### src/hw/rtl/tcw_pkg.sv
// ----------------------------------------------------------------------------
// tcw_pkg
// Shared types and constants of the text console writer: field widths,
// character codes, operation codes and the result bundle.
// ----------------------------------------------------------------------------
`default_nettype none

package tcw_pkg;

	// field widths of the item ports
	localparam int CELL_W = 16;
	localparam int ROW_W  = 5;
	localparam int COL_W  = 7;
	localparam int CODE_W = 8;

	// screen cell contents
	localparam logic [CELL_W-1:0] BLANK_CELL = 16'h0720;
	localparam logic [7:0]        TEXT_ATTR  = 8'h07;

	// character codes with a meaning of their own
	localparam logic [CODE_W-1:0] CH_NUL     = 8'd0;
	localparam logic [CODE_W-1:0] CH_NEWLINE = 8'd10;
	localparam logic [CODE_W-1:0] CH_RETURN  = 8'd13;

	// operation codes
	localparam logic FUNC_PUT  = 1'b0;
	localparam logic FUNC_READ = 1'b1;

	// one result from the controller to the output stage
	typedef struct packed {
		logic [CELL_W-1:0] cell_value;
		logic [ROW_W-1:0]  cursor_row;
		logic [COL_W-1:0]  cursor_col;
	} tcw_res_t;

endpackage

`default_nettype wire

### src/hw/rtl/tcw_ctrl.sv
// ----------------------------------------------------------------------------
// tcw_ctrl
// Console sequencer: clears the screen after reset, decodes each item,
// streams the scroll copy through the screen store, writes characters and
// moves the cursor.
// ----------------------------------------------------------------------------
`default_nettype none

module tcw_ctrl
	import tcw_pkg::*;
#(
	parameter int COLUMNS = 80,
	parameter int ROWS    = 25,
	parameter int AW      = 11
) (
	input  wire logic              clk,
	input  wire logic              arst_n,
	// item side
	input  wire logic              in_valid,
	output logic                   in_ready,
	input  wire logic              func,
	input  wire logic [CODE_W-1:0] char_code,
	input  wire logic [ROW_W-1:0]  cell_row,
	input  wire logic [COL_W-1:0]  cell_col,
	// result side
	output logic                   res_load,
	input  wire logic              res_ready,
	output tcw_res_t               res,
	// screen store
	output logic                   mem_wr_en,
	output logic      [AW-1:0]     mem_wr_addr,
	output logic      [CELL_W-1:0] mem_wr_data,
	output logic                   mem_rd_en,
	output logic      [AW-1:0]     mem_rd_addr,
	input  wire logic [CELL_W-1:0] mem_rd_data
);

	localparam int CELLS = ROWS * COLUMNS;
	localparam int RW    = $clog2(ROWS + 1);
	localparam int CW    = $clog2(COLUMNS);

	typedef enum logic [2:0] {
		ST_CLEAR,
		ST_IDLE,
		ST_SCROLL,
		ST_FILL,
		ST_PUT,
		ST_READ,
		ST_NOP
	} state_t;

	state_t            state_q;
	logic [AW-1:0]     cnt_q;
	logic [RW-1:0]     row_q;
	logic [CW-1:0]     col_q;
	logic [CODE_W-1:0] code_q;
	logic              cp_valid_s1;
	logic [AW-1:0]     cp_addr_s1;

	logic              accept;
	logic              rd_in_range;
	logic [AW-1:0]     rd_addr_in;
	logic [AW-1:0]     put_addr;
	logic [CW:0]       col_inc;
	logic              col_wrap;
	logic              put_store;
	logic [RW-1:0]     next_row;
	logic [CW-1:0]     next_col;
	logic [RW-1:0]     res_row;
	logic [CW-1:0]     res_col;
	logic [RW+ROW_W-1:0] row_ext;
	logic [CW+COL_W-1:0] col_ext;
	logic              cnt_last;

	assign in_ready = (state_q == ST_IDLE);
	assign accept   = in_valid && in_ready;
	assign cnt_last = (cnt_q == AW'(CELLS - 1));

	// read address from the item fields
	assign rd_in_range = (32'(cell_row) < ROWS) && (32'(cell_col) < COLUMNS);
	assign rd_addr_in  = AW'(32'(cell_row) * COLUMNS + 32'(cell_col));

	// character write and cursor advance
	assign put_addr = AW'(32'(row_q) * COLUMNS + 32'(col_q));
	assign col_inc  = {1'b0, col_q} + (CW+1)'(1);
	assign col_wrap = (col_inc == (CW+1)'(COLUMNS));

	always_comb begin
		next_row  = row_q;
		next_col  = col_q;
		put_store = 1'b0;
		case (code_q)
			CH_NEWLINE: begin
				next_row = row_q + RW'(1);
				next_col = '0;
			end
			CH_RETURN: begin
				next_row = row_q;
			end
			default: begin
				put_store = 1'b1;
				if (col_wrap) begin
					next_row = row_q + RW'(1);
					next_col = '0;
				end else begin
					next_col = col_inc[CW-1:0];
				end
			end
		endcase
	end

	// result bundle
	assign res_load = res_ready &&
		((state_q == ST_PUT) || (state_q == ST_READ) || (state_q == ST_NOP));
	assign res_row  = (state_q == ST_PUT) ? next_row : row_q;
	assign res_col  = (state_q == ST_PUT) ? next_col : col_q;
	assign row_ext  = {{ROW_W{1'b0}}, res_row};
	assign col_ext  = {{COL_W{1'b0}}, res_col};

	always_comb begin
		res.cell_value = (state_q == ST_READ) ? mem_rd_data : '0;
		res.cursor_row = row_ext[ROW_W-1:0];
		res.cursor_col = col_ext[COL_W-1:0];
	end

	// screen store port steering
	always_comb begin
		mem_wr_en   = 1'b0;
		mem_wr_addr = cnt_q;
		mem_wr_data = BLANK_CELL;
		mem_rd_en   = 1'b0;
		mem_rd_addr = cnt_q;
		case (state_q)
			ST_CLEAR: begin
				mem_wr_en = 1'b1;
			end
			ST_IDLE: begin
				mem_rd_en   = accept && (func == FUNC_READ) && rd_in_range;
				mem_rd_addr = rd_addr_in;
			end
			ST_SCROLL: begin
				mem_rd_en = 1'b1;
			end
			ST_FILL: begin
				mem_wr_en = !cp_valid_s1;
			end
			ST_PUT: begin
				mem_wr_en   = res_ready && put_store;
				mem_wr_addr = put_addr;
				mem_wr_data = {TEXT_ATTR, code_q};
			end
			default: begin
				mem_wr_en = 1'b0;
			end
		endcase
		// copy write one row up, in the cycle after its read
		if (cp_valid_s1) begin
			mem_wr_en   = 1'b1;
			mem_wr_addr = cp_addr_s1;
			mem_wr_data = mem_rd_data;
		end
	end

	// sequencer
	always_ff @(posedge clk or negedge arst_n) begin
		if (!arst_n) begin
			state_q     <= ST_CLEAR;
			cnt_q       <= '0;
			row_q       <= RW'(1);
			col_q       <= '0;
			code_q      <= '0;
			cp_valid_s1 <= 1'b0;
			cp_addr_s1  <= '0;
		end else begin
			cp_valid_s1 <= (state_q == ST_SCROLL);
			cp_addr_s1  <= cnt_q - AW'(COLUMNS);
			case (state_q)
				ST_CLEAR: begin
					cnt_q <= cnt_q + AW'(1);
					if (cnt_last) begin
						state_q <= ST_IDLE;
					end
				end
				ST_IDLE: begin
					if (accept) begin
						code_q <= char_code;
						if (func == FUNC_READ) begin
							state_q <= rd_in_range ? ST_READ : ST_NOP;
						end else if (char_code == CH_NUL) begin
							state_q <= ST_NOP;
						end else if (row_q >= RW'(ROWS)) begin
							state_q <= ST_SCROLL;
							cnt_q   <= AW'(COLUMNS);
						end else begin
							state_q <= ST_PUT;
						end
					end
				end
				ST_SCROLL: begin
					cnt_q <= cnt_q + AW'(1);
					if (cnt_last) begin
						state_q <= ST_FILL;
						cnt_q   <= AW'(CELLS - COLUMNS);
					end
				end
				ST_FILL: begin
					if (!cp_valid_s1) begin
						cnt_q <= cnt_q + AW'(1);
						if (cnt_last) begin
							row_q   <= RW'(ROWS - 1);
							state_q <= ST_PUT;
						end
					end
				end
				ST_PUT: begin
					if (res_ready) begin
						row_q   <= next_row;
						col_q   <= next_col;
						state_q <= ST_IDLE;
					end
				end
				ST_READ, ST_NOP: begin
					if (res_ready) begin
						state_q <= ST_IDLE;
					end
				end
				default: begin
					state_q <= ST_IDLE;
				end
			endcase
		end
	end

endmodule

`default_nettype wire

### config.mk
export PLATFORM = sky130hd
export DESIGN_NAME = tcw_ctrl
export DESIGN_NICKNAME = d
export VERILOG_FILES = /design/src/hw/rtl/tcw_pkg.sv /design/src/hw/rtl/tcw_ctrl.sv
export SDC_FILE = /design/constraint.sdc
export NUM_CORES = 1
export LEC_CHECK = 0
export BUFFER_PORTS_ARGS = -buffer_cell sky130_fd_sc_hd__buf_4
export CAP_MARGIN = 15
export CORE_MARGIN = 5
export CORE_UTILIZATION = 30
export CTS_CLUSTER_SIZE = 28
export DETAILED_ROUTE_END_ITERATION = 6
export PLACE_DENSITY_LB_ADDON = 0.3
export SKIP_LAST_GASP = 1
export SYNTH_ARGS = -nofsm -noshare
export SYNTH_HDL_FRONTEND = slang
export SYNTH_SLANG_ARGS = --single-unit
### constraint.sdc
create_clock -name clk -period 4.1 [get_ports clk]
set_input_delay 0.205 -clock clk [delete_from_list [all_inputs] [get_ports clk]]
set_output_delay 0.205 -clock clk [all_outputs]
set_load 0.03 [all_outputs]
## Yosys cells after proc, flatten, opt, wreduce, memory -nomap -nowiden

Cells that the tools add are included.

| operators by class | value |
|---|---|
| $add $sub $neg | 6 |
| $mul | 2 |
| $lt $le $gt $ge | 3 |
| equal/unequal tests | 20 |
| mux-type cells | 38 |
| reductions and logical operators | 20 |

Operators with widths:

| kind | number |
|---|---|
| 11-bit two-way mux | 9 |
| 11-bit one-hot mux with 4 select lines | 1 |
| 16-bit two-way mux | 2 |
| 3-bit two-way mux | 9 |
| 5-bit two-way mux | 5 |
| 11-bit by 7-bit adder with 11-bit output | 2 |
| 5-bit one-hot mux with 2 select lines | 2 |
| 8-bit by 4-bit == test with 1-bit output (second input constant) | 2 |
| 3-bit one-hot mux with 5 select lines | 1 |
| 5-bit by 3-bit multiplier with 7-bit output (second input constant) | 2 |
| 7-bit two-way mux | 2 |
| 2-bit != test (second input constant) | 7 |
| 7-bit one-hot mux with 2 select lines | 1 |
| 6-bit AND reduction | 2 |
| 11-bit by 1-bit adder with 11-bit output (second input constant) | 1 |
| 11-bit == test (second input constant) | 1 |
| 11-bit by 7-bit subtractor with 11-bit output (second input constant) | 1 |
| 3-bit == test (second input constant) | 3 |
| 7-bit by 1-bit adder with 8-bit output (second input constant) | 1 |
| 8-bit by 7-bit == test with 1-bit output (second input constant) | 1 |
| 8-bit zero test | 1 |
| 8-bit two-way mux | 1 |
| 7-bit < comparator (second input constant) | 1 |
| 3-bit by 2-bit == test with 1-bit output (second input constant) | 2 |
| 19 further kinds | 29 |

| storage, ports and cells | value |
|---|---|
| flip-flop bits (word level) | 46 |
| word-level logic and storage cells | 96 |

## Logic depth before layout (Yosys ltp)

Gate-level depths: netlist of run 1.

| logic depth | value |
|---|---|
| depth in word-level cells | 6 |
| gate-level depth with buffers | 8 |
| depth with buffers taken out | 8 |

## Worst setup path before layout of run 1

No wires, ideal clock.

| timing path | value |
|---|---|
| kind | register -> output |
| from | reg row_q[1] |
| to | out mem_wr_addr[10] |
| arrival time | 2.730 ns |
| required time | 3.895 ns |
| path slack | 1.165 ns |
| stages on the path, launching flop included | 9 |
| path buffers | 0 |
| cell sequence | dfrtp_1 > ha_1 > ha_1 > fa_1 > xor2_1 > o2111ai_1 > xor3_1 > mux2i_1 > o21ai_0 |

| between the ends | value |
|---|---|
| word-level cells in the longest chain between the ends | 4 |

Ends and longest elaborated chain:

| what | RTL line | text |
|---|---|---|
| start: declaration | tcw_ctrl.sv:54 | `logic [RW-1:0] row_q;` |
| start signal: assignment | tcw_ctrl.sv:210 | `row_q <= RW'(ROWS - 1);` |
| start signal: assignment | tcw_ctrl.sv:217 | `row_q <= next_row;` |
| 5-bit by 3-bit multiplier with 7-bit output | tcw_ctrl.sv:84 | `assign put_addr = AW'(32'(row_q) * COLUMNS + 32'(col_q));` |
| 11-bit by 7-bit adder with 11-bit output | tcw_ctrl.sv:84 |  |
| 11-bit two-way mux | tcw_ctrl.sv:133 | `case (state_q)` |
| 11-bit two-way mux | tcw_ctrl.sv:157 | `if (cp_valid_s1) begin` |
| end: declaration | tcw_ctrl.sv:31 | `output logic [AW-1:0] mem_wr_addr,` |

Every way passes these cells.

## Worst setup path after layout of run 1

Same ends and word-level chain as after synthesis.

==> metrics.md, run 1 <==
| Metric | Value |
|---|---|
| Status | `complete, no violations` |
| Register area share after synthesis | `29.3%` |
| Largest delay share family, worst path | `adder cells` |
| Top_reg_cell synth | `dfrtp_1` |
| # nets final | `641` |
| GPL Wtd Cong | `0.873` |
| Placed cell areas | `~5000 µm²` |
| Reg-to-reg startpoint | `row_q[1]` |
| Clock power share | `between 10% and 20%` |
| Synth area leaders | `dfrtp_1, ha_1, o21ai_0` |
| Max-cap viol count | `0` |
| Post-detail-place hpwl | `9080 µm` |
| Net Sw Power | `0.00159 W` |
| Sw Share | `48.2%` |
| Drt first pass iters | `4` |
| Largest net degree at the start of global routing | `between 40 and 50` |
| Syn_area_per_cell | `just over 8 µm²` |
| Placed cell count | `around 740` |
| Most frequent cell after synthesis | `nand2_1` |
| First-pass GRT wire length | `about 19000 µm` |
| Share of cells above drive strength 1 | `roughly 25%` |
| Worst-case vdd ir drop | `approximately 420 µV` |
| Slew Viols, Final | `0` |
| Hold_sp | `char_code[5]` |
| H-tree depth | `2` |
| Min cycle time layout | `between 3 and 4 ns` |
| Leakage | `around 2.3 nW` |
| Clock-pin slew on the worst setup and hold paths | `~0.070 ns` |
| Bufs on Longest Clock Path | `2` |
| Die area | `~15000 µm²` |
| F_max | `around 320 MHz` |
| CP Launch Type | `flop` |
| # diodes | `0` |
| RSZ-0062 raised after global routing | `false` |
| Critical path's slowest cell | `dfrtp_1` |
| PwrDens | `649 nW/µm²` |
| Fraction of registers with async set/reset | `between 90% and 100%` |
| Combinational share of power | `between 50% and 60%` |
| Endpoints failing hold | `0` |
| Die H | `124 µm` |
| Fill count | `~1400` |
| CP Data Arrival Time | `just under 3 ns` |
| DR WL/cell | `15.5 µm` |
| Initial antenna violation count | `0` |
| Final period util | `between 70 and 80%` |
| CTS tree | `built` |
| Slew @ Worst Pin | `between 1 and 1.5 ns` |
| Final Non-Filler Cells | `~740` |
| Fin Clk Skew | `between 0.006 and 0.007 ns` |
| # DRC | `0` |
| Finished Cell Area | `approximately 5100 µm²` |
| Hold Path Class | `input port to flop` |
| YS warnings | `0` |
| Vias in the first global route | `roughly 3800` |
| Initial DRC count | `approximately 200` |
| Die X | `~120 µm` |
| # setup viols final | `0` |
| # IOs | `about 110` |
| Syn Nets | `about 550` |
| Part of the power in registers | `25.8%` |
| Port bufs | `between 100 and 150` |
| Yosys top cell by area | `dfrtp_1` |
| Final TNS setup | `0 ns` |
| Vias/cell | `between 5 and 6` |
| Clk Latency, worst-skew pair | `approximately 0.29 ns` |
| CP max FO | `8` |
| WP data required | `3.89 ns` |
| CTS sink count | `46` |
| Most frequent cells after synthesis | `nand2_1, o21ai_0, dfrtp_1` |
| Synth Instances | `481` |
| Rel. slew slack | `between 30% and 40%` |
| Area of the core | `~13000 µm²` |
| Final core utilization | `~40%` |
| Root buf cell | `clkbuf_16` |
| Postcts setup bufs | `0` |
| CP Launch Point | `row_q[1]` |
| Via count | `~3800` |
| # rows | `41` |
| Starting Density | `a little under a third` |
| Crit. End Element | `output pin` |
| Antenna viol nets, final | `0` |
| WS Path Type | `flop to output pin` |
| CP cell instances | `ha_1 -> ha_1 -> fa_1 -> xor2_1 -> o2111ai_1 -> xor3_1 -> mux2i_1 -> o21ai_0 -> buf_4` |
| Final wirelength | `between 10000 and 15000 µm` |
| Area Overhead vs Synth | `29.1%` |
| Cell Area, Synth | `between 3000 and 4000 µm²` |
| Number of distinct library cells after synthesis | `approximately 60` |
| Max stage delay on crit path | `0.47 ns` |
| GR Util All Layers | `between 10 and 15%` |
| Buffer and inverter count on the worst path | `1` |
| Register bit total from synthesis | `46` |
| TritonCTS Buffers | `5` |
| Most frequent CP cell | `ha_1` |
| Synth top area share | `between 20% and 30%` |
| Internal power | `about 0.0017 W` |
| Total power | `0.00329 W` |
| EDFF count, synth | `0` |
| Grt total ovfl | `0` |
[registers in the layout, summed over array words and instances (netlist names)]
name,count
cnt_q,11
cp_addr_s1,11
code_q,8
col_q,7
row_q,5
state_q,3
cp_valid_s1,1
[repair_timing]
action	CTS	global route
hold buffers	1	0
gates resized for setup	0	0
endpoints found under the hold margin	45	0
[cell families after synthesis]
logic type | count (synthesis) | synth area share, %
and+or+nand+nor | 185 | 24.0
DFF | 46 | 29.3
xor gates and xnor gates | 22 | 5.28
AOI/OAI and AO/OA | 135 | 21.8
muxes | 19 | 5.15
buffers and inverters | 45 | 4.52
adders and majority gates | 29 | 9.99
[power groups by stage]
stage / sequential, W / clock (W) / combinational (W)
floorplan: 0.000729 / 0 / 0.00140
global placement: 0.000848 / 0 / 0.00190
detailed placement: 0.000858 / 0 / 0.00192
CTS: 0.000848 / 0.000543 / 0.00194
global route: 0.000883 / 0.000553 / 0.00210
finish: 0.000850 / 0.000531 / 0.00191
[path summary, 6_finish.rpt]
| check | endpoint | slack (ns) | cells past startpoint |
|---|---|---|---|
| max | mem_wr_addr[10] | 0.93 | 9 |
| min | code_q[5] | 0.16 | 2 |
| max reg2reg | cnt_q[2] | 1.32 | 7 |
| min reg2reg | cp_addr_s1[0] | 0.54 | 0 |
| max in group asynchronous | cnt_q[8] | 3.18 | 2 |
| min in group asynchronous | code_q[1] | 0.49 | 2 |
[worst register-to-register path: stages, from the launching register on]
cell and delay [ns]:
dfrtp_1 0.49, inv_1 0.18, ha_1 0.22, nor4_1 0.42
nor2_1 0.13, a41oi_1 0.86, nand2b_1 0.27, o21ai_0 0.10
[final cells by class]
| class | count | area, µm² | share of cell area (%) |
|---|---|---|---|
| Sequential cell | 46 | 1150 | 22.7 |
| Clock inverter | 3 | 68.8 | 1.36 |
| Tap cell | 172 | 215 | 4.24 |
| Multi-Input combinational cell | 390 | 2610 | 51.4 |
| Inverter | 15 | 56.3 | 1.11 |
| Timing Repair Buffer | 113 | 851 | 16.8 |
| Clock buffer | 5 | 125 | 2.46 |
[per-layer routing]
layer	up-vias	part of all wire, %	track usage, %
met5	-	0	0
met4	0	1.6	3.61
met1	1837	44	17.7
met3	13	3.9	2.32
met2	84	51	26.1
li1	1900	-	-
[placed cells by master, fill, tap and decap left out, types with 3 or more instances in the layout]
cell type / count
nand2b_1: 9
mux2i_1: 9
o211ai_1: 6
clkbuf_16: 5
nor3_1: 12
o31ai_1: 7
nor2_1: 17
a21oi_1: 25
nand3_1: 14
dfrtp_1: 45
a221o_1: 3
mux2_2: 10
nor4_1: 5
ha_1: 25
o21ai_0: 57
inv_1: 14
a21o_1: 4
and2_1: 25
buf_4: 112
xor2_1: 13
nor2b_1: 3
a211oi_1: 3
xnor2_1: 8
nand4_1: 3
fa_1: 4
nand2_1: 73
and3_1: 6
o21a_1: 4
a2bb2oi_1: 3
a22oi_1: 3
[through the flow]
stage / hold slack, ns / worst slack, ns
floorplan: -0.0906 / 1.16
global placement: 0.261 / 1.38
detailed placement: 0.265 / 1.28
CTS: 0.156 / 0.901
global route: 0.163 / 0.807
finish: 0.161 / 0.933
(Power assumes the default switching activity.)
==> run 2, diff against run 1 <==
Clock period 4.1 ns to 3.2 ns, I/O delays scaled along.
==> metrics.md, run 2 (same netlist as run 1, synthesis figures left out) <==
| Metric | Value |
|---|---|
| Status | `complete, no violations` |
| Buffer and inverter count on the worst path | `1` |
| Leakage | `2.30 nW` |
| # setup viols final | `0` |
| TritonCTS Buffers | `5` |
| Drt first pass iters | `5` |
| WHS Path Cells | `2` |
| Bufs on Longest Clock Path | `2` |
| CP Launch Type | `flop` |
| CP max FO | `7` |
| RSZ-0062 raised after global routing | `false` |
| Max-cap viol count | `0` |
| # nets final | `around 650` |
| # IOs | `around 110` |
| GPL Wtd Cong | `roughly 0.87` |
| Largest delay share family, worst path | `adder cells` |
| Rel. slew slack | `a little under two fifths` |
| Placed cell areas | `4900 µm²` |
| WS Path Type | `flop to output pin` |
| Clock-pin slew on the worst setup and hold paths | `around 0.070 ns` |
| Most common cell after layout, fill and taps aside | `buf_4` |
| Critical path's slowest cell | `dfrtp_1` |
| Largest net degree at the start of global routing | `47` |
| Hold_sp | `char_code[1]` |
| Min cycle time layout | `3.01 ns` |
| CTS tree | `built` |
| Crit. End Element | `output pin` |
| Clk Latency, worst-skew pair | `~0.29 ns` |
| Vias in the first global route | `~3900` |
| Antenna viol nets, final | `0` |
| Fin Clk Skew | `approximately 0.008 ns` |
| H-tree depth | `2` |
| Top flop regs | `cnt_q x11, cp_addr_s1 x11, code_q x8` |
| Root buf cell | `clkbuf_16` |
| Final TNS setup | `0 ns` |
| WP data required | `between 3 and 4 ns` |
| Die X | `approximately 120 µm` |
| Via count | `around 3800` |
| Vias/cell | `just over 5` |
| Die area | `around 15000 µm²` |
| Slew Viols, Final | `0` |
| PwrDens | `between 800 and 900 nW/µm²` |
| GR Util All Layers | `approximately 15%` |
| R2r endpoint | `code_q[3]` |
| CP Data Arrival Time | `roughly 2.9 ns` |
| Slew @ Worst Pin | `0.931 ns` |
| DR WL/cell | `around 15 µm` |
| Reg-to-reg startpoint | `state_q[2]` |
| CP cell instances | `ha_1 -> ha_1 -> fa_1 -> xor2_1 -> o2111ai_1 -> xor3_1 -> mux2i_1 -> o21ai_0 -> buf_4` |
| Worst hold endpoint | `code_q[1]` |
| Most frequent CP cell | `ha_1` |
| Flop2flop setup slack | `0.80 ns` |
| R2R depth | `5` |
| Hold slack | `roughly 0.12 ns` |
| Worst-case vdd ir drop | `between 500 and 600 µV` |
| Final wirelength | `~12000 µm` |
| Postcts setup bufs | `0` |
| Area of the core | `~13000 µm²` |
| Max stage delay on crit path | `around 0.47 ns` |
| Port bufs | `between 100 and 150` |
| DP Worst Slack | `0.468 ns` |
| Final worst slack | `between 0.15 and 0.2 ns` |
| Grt total ovfl | `0` |
| Share of cells above drive strength 1 | `between 20% and 30%` |
| Final period util | `roughly 94%` |
| Levels on crit path | `9` |
| Initial antenna violation count | `0` |
| CTS sink count | `46` |
| Post-detail-place hpwl | `9150 µm` |
| Fill count | `1371` |
| # DRC | `0` |
| Area Overhead vs Synth | `28.9%` |
| # diodes | `0` |
| F_max | `approximately 330 MHz` |
| Die H | `between 100 and 150 µm` |
| Commonest cells after routing, fill and taps aside | `buf_4, nand2_1, o21ai_0` |
| # rows | `41` |
| Starting Density | `30.9%` |
| Hold Path Class | `input port to flop` |
| First-pass GRT wire length | `a little under 20000 µm` |
| Endpoints failing hold | `0` |
| Initial DRC count | `243` |
| Finished Cell Area | `roughly 5100 µm²` |
-- run 2: cell types whose count changed in the layout (fill, tap and decap cells not counted), sizes merged --
cell / before / now
bufinv: 2 / 0
inv: 14 / 16
buf: 112 / 116
-- run 2: stage by stage --
step	cells	utilization [%]	power [W]
3_5_place_dp	739	38.5	0.00360
5_1_grt	748	39.8	0.00445
3_3_place_gp	739	38.5	0.00355
2_1_floorplan	481	-	0.00273
6_report	748	39.8	0.00413
4_1_cts	748	39.8	0.00417
-- run 2: how the worst max path moves through the flow --
stage	end	slack, ns	start
global route	mem_wr_addr[10]	0.03	row_q[3]
CTS	mem_wr_addr[10]	0.15	row_q[1]
detailed placement	mem_wr_addr[10]	0.47	row_q[1]
floorplan	mem_wr_addr[10]	0.31	row_q[1]
global placement	mem_wr_addr[10]	0.52	row_q[1]
finish	mem_wr_addr[10]	0.19	row_q[3]
-- run 2: area by class of cell --
class	count	area (µm²)	area share [%]
clock buffers	5	125	2.47
clock inverters	3	28.8	0.568
inverters	15	56.3	1.11
multi-input cells	390	2610	51.5
flip-flops and latches	46	1150	22.8
well taps	172	215	4.25
repair buffers	117	881	17.4
-- run 2: repair_timing --
item / 4_1_cts / 5_1_grt
gates resized for setup: 0 / 1
setup endpoints to repair: 0 / 1
hold endpoints to repair: 45 / 0
hold buffers: 1 / 0
-- run 2: where the power goes --
part	internal, W	switching, W
logic	0.000976	0.00152
clock network	0.000300	0.000247
registers	0.000792	0.000297
total	0.00207	0.00206
-- run 2: per-layer routing --
metal  routed length (µm)  global-route usage (%)
met1                 5090                    18.3
met2                 5810                    26.4
met3                  430                    2.36
met4                  214                    3.22
met5                    0                       0
==> run 3, diff against run 2 <==
==> constraint.sdc (replaced) <==
create_clock -name clk -period 3.2 [get_ports clk]
set_input_delay 0.64 -clock clk [delete_from_list [all_inputs] [get_ports clk]]
set_output_delay 0.64 -clock clk [all_outputs]
set_load 0.03 [all_outputs]
==> metrics.md, run 3 (same netlist as run 1, synthesis figures left out) <==
| Metric | Value |
|---|---|
| Rel. slew slack | `54.6%` |
| Clk Latency, worst-skew pair | `0.29 ns` |
| R2R depth | `7` |
| Part of the power in registers | `22.9%` |
| Total power | `~0.0044 W` |
| Area of the core | `12700 µm²` |
| Area Overhead vs Synth | `37.6%` |
| Sw Share | `48.4%` |
| WP data required | `approximately 2.6 ns` |
| Buffer and inverter count on the worst path | `3` |
| Drt first pass iters | `6` |
| Internal power | `approximately 0.0023 W` |
| CTS sink count | `46` |
| H-tree depth | `2` |
| CP Launch Type | `flop` |
| Final period util | `101%` |
| Endpoints failing hold | `0` |
| Vias/cell | `5.12` |
| # setup viols final | `1` |
| # rows | `41` |
| Hold Path Class | `input port to async pin` |
| Slew Viols, Final | `0` |
| F_max | `just over 300 MHz` |
| Net Sw Power | `roughly 0.0021 W` |
| Max stage delay on crit path | `0.55 ns` |
| CP max FO | `3` |
| Clock power share | `around an eighth` |
| Combinational share of power | `approximately two thirds` |
| Die H | `124 µm` |
| RSZ-0062 raised after global routing | `true` |
| Post-detail-place hpwl | `9430 µm` |
| Reg-to-reg startpoint | `col_q[4]` |
| Commonest cells after routing, fill and taps aside | `buf_4, nand2_1, o21ai_0` |
| Antenna viol nets, final | `0` |
| CTS tree | `built` |
| Top flop regs | `cnt_q x11, cp_addr_s1 x11, code_q x8` |
| Slew @ Worst Pin | `about 0.67 ns` |
| Share of cells above drive strength 1 | `approximately 33%` |
| Final worst slack | `-0.0172 ns` |
| Failing checks | `negative setup slack` |
| Initial DRC count | `246` |
| Final core utilization | `approximately 43%` |
| Root buf cell | `clkbuf_16` |
| CP cell instances | `ha_1 -> ha_2 -> fa_2 -> buf_6 -> buf_4 -> xnor2_1 -> mux2i_1 -> o21ai_1 -> buf_4` |
| Crit. End Element | `output pin` |
| Bufs on Longest Clock Path | `2` |
| Fill count | `approximately 1300` |
| Largest delay share family, worst path | `adder cells` |
| Die X | `124 µm` |
| R2r endpoint | `row_q[4]` |
| # nets final | `roughly 680` |
| CP Data Arrival Time | `roughly 2.6 ns` |
| Worst-case vdd ir drop | `~350 µV` |
| Fin Clk Skew | `about 0.0084 ns` |
| GPL Wtd Cong | `~0.84` |
| Initial antenna violation count | `0` |
| Final wirelength | `12200 µm` |
| Leakage | `between 2 and 2.5 nW` |
| Flop2flop setup slack | `slightly below 0.8 ns` |
| Most common cell after layout, fill and taps aside | `buf_4` |
| Largest net degree at the start of global routing | `47` |
| Via count | `roughly 4000` |
| Vias in the first global route | `approximately 4000` |
| Max-cap viol count | `0` |
| PwrDens | `between 800 and 900 nW/µm²` |
| First-pass GRT wire length | `~20000 µm` |
| Grt total ovfl | `0` |
| Clock-pin slew on the worst setup and hold paths | `about 0.070 ns` |
| Port bufs | `between 100 and 150` |
| Die area | `between 15000 and 20000 µm²` |
| Starting Density | `a little under a third` |
| Min cycle time layout | `about 3.2 ns` |
| Status | `finished with violations` |
| # DRC | `0` |
| # IOs | `111` |
| # diodes | `0` |
| TritonCTS Buffers | `5` |
| Critical path's slowest cell | `dfstp_2` |
| GR Util All Layers | `15.2%` |
| WS Path Type | `flop to output pin` |
| Most frequent CP cell | `buf_4` |
| DR WL/cell | `15.7 µm` |
| Hold slack | `roughly 0.36 ns` |
run 3: cell type report:
class	instances	area [µm²]	share of cell area [%]
multi-input cells	390	2710	50.1
clock inverters	2	12.5	0.231
well taps	172	215	3.98
flip-flops and latches	46	1160	21.4
clock buffers	6	139	2.57
inverters	15	56.3	1.04
repair buffers	147	1120	20.7
run 3: worst max path at each step:
stage | from | to | slack [ns] | depth (start not counted)
final | row_q[0] | mem_wr_addr[8] | -0.02 | 9
after global routing | row_q[0] | mem_wr_addr[8] | -0.10 | 9
after CTS | row_q[1] | mem_wr_addr[8] | -0.03 | 8
after detailed placement | cell_row[1] | mem_rd_addr[10] | -0.11 | 10
after global placement | cell_row[1] | mem_rd_addr[10] | -0.02 | 10
after floorplan | cell_row[1] | mem_rd_addr[10] | -0.05 | 8
run 3: per-stage QoR:
| step | TNS (ns) | worst slack (ns) | cells | area, µm² |
|---|---|---|---|---|
| 2_1_floorplan | -0.0488 | -0.0488 | 481 | 3940 |
| 3_3_place_gp | -0.0217 | -0.0217 | 759 | 5060 |
| 3_5_place_dp | -0.112 | -0.112 | 759 | 5060 |
| 4_1_cts | -0.0385 | -0.0346 | 769 | 5260 |
| 5_1_grt | -0.305 | -0.104 | 778 | 5410 |
| 6_report | -0.0172 | -0.0172 | 778 | 5410 |
run 3: power groups by stage:
stage	Combinational, W	Sequential (W)	Clock (W)
finish	0.00287	0.00101	0.000533
global placement	0.00263	0.00101	0
global route	0.00314	0.00105	0.000565
floorplan	0.00180	0.000934	0
CTS	0.00275	0.00101	0.000549
detailed placement	0.00267	0.00102	0
run 3: timing repair:
action	4_1_cts	5_1_grt
resized for setup	8	21
setup endpoints to repair	3	15
hold buffers	0	0
buffers inserted	2	9
hold endpoints to repair	0	0
pin swaps	5	14
gates cloned	0	0
run 3: routing by layer:
metal  share of wire [%]  GRT usage [%]  up-vias  routed length, µm
li1                    -              -     1959                  -
met1                  41           18.5     1892               4950
met2                  53           27.5      119               6400
met3                 4.9           2.53       13                598
met4                 1.9           4.51        0                234
met5                   0              0        -                  0
